--- src/hw/rtl/assert_macros.svh ---
// Assertion macros shared by the allocator RTL.
// Depends on nothing; included by files that carry assertions.
`ifndef ASSERT_MACROS_SVH
`define ASSERT_MACROS_SVH
`define ASSERT_CLK(label, clk, rst_n, prop, msg) \
    label: assert property (@(posedge clk) disable iff (!rst_n) (prop)) else $error(msg);
`define ASSERT_CLK_ALWAYS(label, clk, prop, msg) \
    label: assert property (@(posedge clk) (prop)) else $error(msg);
`endif

--- src/hw/rtl/p2ba_pkg.sv ---
// Shared types and codes of the power-of-two block allocator.
// Depends on nothing; used by the controller, datapath and top level.
`default_nettype none
package p2ba_pkg;
    localparam logic [1:0] ST_OK = 2'd0;
    localparam logic [1:0] ST_TOO_LARGE = 2'd1;
    localparam logic [1:0] ST_NO_PAGE = 2'd2;
    localparam logic [1:0] ST_BAD_FREE = 2'd3;
    localparam int MAX_CLASSES = 16;
    localparam int CLASS_W = 4;
    localparam int COUNT_W = 15;

    typedef struct packed {
        logic latch;
        logic find_class;
        logic scan_page;
        logic claim_page;
        logic cut_step;
        logic link_read;
        logic pop;
        logic free_push;
        logic clear_step;
        logic done;
    } t_cmd;

    typedef struct packed {
        logic mode;
        logic too_large;
        logic class_found;
        logic head_empty;
        logic page_hit;
        logic page_end;
        logic cut_last;
        logic free_bad;
        logic free_zero;
        logic clear_last;
    } t_stat;
endpackage
`default_nettype wire

--- src/hw/rtl/p2ba_ctrl.sv ---
// Controller state machine of the allocator.
// Depends on p2ba_pkg and assert_macros.svh.
`default_nettype none
`include "assert_macros.svh"
module p2ba_ctrl (
    input  wire logic            i_clk,
    input  wire logic            i_rst_n,
    input  wire logic            i_start,
    input  p2ba_pkg::t_stat      i_stat,
    output logic                 o_busy,
    output p2ba_pkg::t_cmd       o_cmd
);
    localparam logic [3:0] S_IDLE = 4'd0;
    localparam logic [3:0] S_DECODE = 4'd1;
    localparam logic [3:0] S_CLASS = 4'd2;
    localparam logic [3:0] S_SCAN = 4'd3;
    localparam logic [3:0] S_CUT = 4'd4;
    localparam logic [3:0] S_LINK = 4'd5;
    localparam logic [3:0] S_POP = 4'd6;
    localparam logic [3:0] S_FREE = 4'd7;
    localparam logic [3:0] S_CLEAR = 4'd8;
    localparam logic [3:0] S_DONE = 4'd9;

    logic [3:0] r_state, n_state;

    always_ff @(posedge i_clk) begin
        if (!i_rst_n) begin
            r_state <= S_IDLE;
        end else begin
            r_state <= n_state;
        end
    end

    always_comb begin
        n_state = r_state;
        o_cmd = '0;
        case (r_state)
            S_IDLE: begin
                if (i_start) begin
                    o_cmd.latch = 1'b1;
                    n_state = S_DECODE;
                end
            end
            S_DECODE: begin
                if (i_stat.mode) begin
                    n_state = S_FREE;
                end else if (i_stat.too_large) begin
                    o_cmd.done = 1'b1;
                    n_state = S_IDLE;
                end else begin
                    n_state = S_CLASS;
                end
            end
            S_CLASS: begin
                o_cmd.find_class = 1'b1;
                if (i_stat.class_found) begin
                    n_state = S_LINK;
                end
            end
            S_LINK: begin
                if (i_stat.head_empty) begin
                    n_state = S_SCAN;
                end else begin
                    o_cmd.link_read = 1'b1;
                    n_state = S_POP;
                end
            end
            S_SCAN: begin
                o_cmd.scan_page = 1'b1;
                if (i_stat.page_hit) begin
                    o_cmd.claim_page = 1'b1;
                    n_state = S_CUT;
                end else if (i_stat.page_end) begin
                    o_cmd.done = 1'b1;
                    n_state = S_IDLE;
                end
            end
            S_CUT: begin
                o_cmd.cut_step = 1'b1;
                if (i_stat.cut_last) begin
                    n_state = S_LINK;
                end
            end
            S_POP: begin
                o_cmd.pop = 1'b1;
                n_state = S_DONE;
            end
            S_FREE: begin
                if (i_stat.free_bad) begin
                    o_cmd.done = 1'b1;
                    n_state = S_IDLE;
                end else begin
                    o_cmd.free_push = 1'b1;
                    n_state = i_stat.free_zero ? S_CLEAR : S_DONE;
                end
            end
            S_CLEAR: begin
                o_cmd.clear_step = 1'b1;
                if (i_stat.clear_last) begin
                    o_cmd.done = 1'b1;
                    n_state = S_IDLE;
                end
            end
            S_DONE: begin
                o_cmd.done = 1'b1;
                n_state = S_IDLE;
            end
            default: begin
                n_state = S_IDLE;
            end
        endcase
    end

    assign o_busy = (r_state != S_IDLE);

    `ASSERT_CLK(a_latch_idle, i_clk, i_rst_n, o_cmd.latch |-> !o_busy, "latch while busy")
    `ASSERT_CLK(a_done_idle, i_clk, i_rst_n, o_cmd.done |=> !o_busy, "done not to idle")
    `ASSERT_CLK(a_state_range, i_clk, i_rst_n, r_state <= S_DONE, "bad state code")
endmodule
`default_nettype wire

--- config.mk ---
export PLATFORM = sky130hd
export DESIGN_NAME = p2ba_ctrl
export DESIGN_NICKNAME = d
export VERILOG_FILES = /design/src/hw/rtl/p2ba_pkg.sv /design/src/hw/rtl/p2ba_ctrl.sv
export VERILOG_INCLUDE_DIRS = /design/src /design/src/hw/rtl
export SDC_FILE = /design/constraint.sdc
export NUM_CORES = 1
export LEC_CHECK = 0
export ABC_AREA = 1
export ABC_CLOCK_PERIOD_IN_PS = 1290
export CAP_MARGIN = 15
export CORE_AREA = 2 2 39 41
export DETAILED_ROUTE_END_ITERATION = 7
export DIE_AREA = 0 0 41 43
export DONT_BUFFER_PORTS = 1
export PLACE_DENSITY_LB_ADDON = 0.08
export REMOVE_ABC_BUFFERS = 1
export SLEW_MARGIN = 10
export SYNTH_ARGS = -nofsm -noshare
export SYNTH_HDL_FRONTEND = slang
export SYNTH_SLANG_ARGS = --single-unit
--- constraint.sdc ---
create_clock -name i_clk -period 1.29 [get_ports i_clk]
set_input_delay 0.0645 -clock i_clk [delete_from_list [all_inputs] [get_ports i_clk]]
set_output_delay 0.0645 -clock i_clk [all_outputs]
set_load 0.1 [all_outputs]
Word-level counts from Yosys, hierarchy flattened
Cells that the tools add are included.
{"block": "word_totals", "register_bits": 4, "input_bits": 13, "out_inout_bits": 11, "word_cells": 49}
{"block": "classes", "n_eq_ne": 14, "n_mux": 31, "n_reduce_logical": 3}
{"op": "$pmux 4 s9", "n": 1}
{"op": "$mux 4", "n": 8}
{"op": "$mux 1", "n": 18}
{"op": "$eq 4x3->1 const B", "n": 4}
{"op": "$eq 4x2->1 const B", "n": 2}
{"op": "$eq 4x4->1 const B", "n": 2}
{"op": "$ne 2x2->1 const B", "n": 4}
{"op": "$pmux 1 s5", "n": 1}
{"op": "$reduce_and 5->1", "n": 1}
{"op": "$eq 4x1->1 const B", "n": 1}
{"op": "$logic_not 4->1", "n": 1}
{"op": "$mux 2", "n": 2}
{"op": "$reduce_bool 4->1", "n": 1}
{"op": "$mux 3", "n": 1}
{"op": "$ne 3x3->1 const B", "n": 1}

Depth between registers and ports, before layout
{"block": "logic_depth", "word_depth": 3, "ltp_mapped": 9, "depth_no_buf": 8}

Worst setup path after synthesis
Ideal clock, no wire load.
{"block": "synth_path", "path_kind": "register to register", "startpoint": "register r_state[1]", "endpoint": "register r_state[3]", "setup_time_ns": 0.056, "arrival_time_ns": 2.944, "required_time_ns": 1.234, "path_slack_ns": -1.709, "stages_incl_launch_ff": 8, "n_path_buf": 1, "synth_period_minus_slack_ns": 2.999, "path_cell_list": "dfxtp_1 > buf_6 > nand2_2 > nor3_1 > nor2_1 > nand2_1 > nand2_1 > inv_1"}
{"block": "synth_via", "elab_chain_len": 3, "word_cells_on_any_way": 16, "classes_between": "eq/ne: 13; mux: 1; reduce/logical: 2"}
{"item": "start, declared", "line": "p2ba_ctrl.sv:24", "text": "logic [3:0] r_state, n_state;"}
{"item": "start signal, assigned", "line": "p2ba_ctrl.sv:30", "text": "r_state <= n_state;"}
{"item": "$eq 4x2->1 (tied with other cells)", "line": "p2ba_ctrl.sv:37", "text": "case (r_state)"}
{"item": "$ne 3x3->1 (no line) / $ne 2x2->1 (equally long branches)"}
{"item": "$reduce_and 5->1 (no line)"}
Parallel ways exist; a longest one is shown, timed or not.
A chain may end at the register's enable or synchronous reset.

==> metrics.csv <==
metric,value,unit
die-width,41,µm
ir_worst_vdd,1970,µV
crit_path_max_fanout,7,
first_pass_iters,4,
p_sw_frac,0.585,
relSlewSlack,0.825,
p_int,850,µW
p_seq_frac,0.139,
synth_warnings,0,
grt_pass1_wl,2.26,mm
worstSkewPairLatency,230,ps
grt_antenna_before_repair,0,
diodes,0,
final_cell_mix,"nand2_1 (17), nor2_1 (11), inv_1 (10)",
fin_ws,-106,ps
final_nets,118,
fillers,122,
cts_buffers,3,
rows,14,
violations,negative setup slack,
syn_inst,83,
crit_path_start_kind,register,
status,"finished, violations left",
grt_start_max_net_pins,9,
clock_skew,1.47,ps
maxCapViolations,0,
num_vias,595,
grt_use_total,0.179,
clkPwrFrac,0.073,
drive_gt1_frac,0.495,
antenna_left,0,
placed_cell_area,688,µm²
area.growth.synth_to_final,93.1,%
synthDistinctLibCells,19,
synth_area_leaders,"dfxtp_1 (18%), nand2_1 (16%), inv_1 (14%), nor2_1 (11%), nand3_1 (9.9%)",
setup-violations-final,7,
grt_pass1_vias,550,
drc,0,
num_io_pins,24,
max_freq,716,MHz
worstSetupEndpointType,primary output,
netlist_area,455,µm²
layout_commonest_cell,nand2_1,
ys_ff_latch,4,
rsz0062_at_grt,yes,
clk_pin_slew,40,ps
final_cell_area,880,µm²
routed.top_layer,met3,
cts_tree,yes,
start_util,0.329,
hold_path_class,in -> reg,
viasPerCell,5.00,
comb_power_share,0.788,
grt_overflow,0,
clock-sinks,4,
min_period,1400,ps
cp.arrival,1330,ps
dpl.cell_count,112,
wl_per_cell,12.3,µm
die_area,0.00176,mm²
dp.final_hpwl,1.12,mm
yosysTopAreaCell,dfxtp_1,
p_total,2.05,mW
detail_route.wirelength.met1,594,µm
final_cells,119,
largest-register,r_state,
finalHoldViolations,0,
cts-root-buf,clkbuf_4,
gp_congestion,0.812,
crit_required,1230,ps
path_class,reg -> out,
period_share,1.08,
synth-seq-area-share,0.176,
io_buffers,0,
netlist.area_leader.share,0.176,
drtIter0Drc,13,
wl_met2,790,µm
die_y,43,µm
largest_register_ffs,4,
dr_wl_met3,73,µm
clock_path_buffers,2,
syn_area_per_cell,5.49,µm²
reg_top3,r_state: 4 flops,
coreArea,0.00138,mm²
cts_max_level,1,
drt_wl_total,1.46,mm
slew_violations,0,
power_density,2330,mW/mm²
power_switching,1.20,mW
worst_pin_slew,261,ps
cellLeakagePower,0.442,nW
-- worst paths after layout --
path / slack, ps / to / depth (start not counted) / start
min reg2reg: 710 / r_state[1] / 3 / r_state[1]
max reg2reg: 10 / r_state[2] / 8 / r_state[2]
min: 10 / r_state[2] / 2 / i_rst_n
max: -110 / o_cmd[0] / 7 / r_state[1]
-- critical path: stages (launching register included) --
cell and delay (ps):
dfxtp_4 420, nand2_4 80, inv_4 80, nand2_4 60, inv_4 70, nand3_4 80
o2111ai_4 120, buf_12 200
-- metal layers --
layer,global-route usage,up-vias
met1,0.241,276
li1,-,300
met4,0.0200,0
met2,0.288,19
met5,0,-
met3,0.0419,0
-- power groups by stage --
stage / sequential, mW / clock, mW / combinational (mW)
detailed placement: 0.219 / 0 / 1.36
finish: 0.285 / 0.149 / 1.61
CTS: 0.267 / 0.155 / 1.56
global route: 0.296 / 0.163 / 1.70
global placement: 0.217 / 0 / 1.36
floorplan: 0.215 / 0 / 0.957
-- what timing repair did --
action | CTS | global route
buffers inserted | 3 | 0
gates cloned | 0 | 0
resized for setup | 31 | 11
hold buffers | 1 | 0
endpoints found under the setup margin | 11 | 12
hold endpoints to repair | 1 | 0
pin swaps | 4 | 9
-- Yosys cell counts --
cell       instances
inv_2              3
nor3_1             3
nand4_1            1
nand3_2            1
a41oi_1            1
a21oi_1            1
nor2_1            13
nor2_4             2
a21oi_2            1
o2111ai_1          1
nand2_1           19
o21ai_0            1
nor2_2             2
dfxtp_1            4
nand3_1            9
buf_6              1
inv_1             17
nand2_2            1
nand3b_1           2
-- cell type report --
cell class / count / area (µm²) / area share
Tap cell: 16 / 20.0 / 0.0228
Inverter: 20 / 87.6 / 0.0996
Multi-Input combinational cell: 58 / 392 / 0.445
Sequential cell: 4 / 95.1 / 0.108
Clock buffer: 3 / 22.5 / 0.0256
Timing Repair Buffer: 18 / 263 / 0.299
-- metrics by stage --
stage / setup TNS [ps] / utilization / setup WS (ps) / hold slack [ps]
detailed placement: 0 / 0.497 / 25.3 / 171
global placement: 0 / 0.497 / 23.3 / 163
floorplan: -7920 / - / -1790 / 162
CTS: -211 / 0.596 / -82.3 / 10.5
global route: -1120 / 0.636 / -170 / 20.7
finish: -324 / 0.636 / -106 / 9.70
-- kinds of logic after synthesis --
logic type             count (synthesis)  share of synthesized area
and+or+nand+nor                       53                      0.555
buffers and inverters                 21                      0.190
DFF                                    4                      0.176
AOI/OAI and AO/OA                      5                     0.0797
No activity file was read; power rests on OpenSTA's default activity.
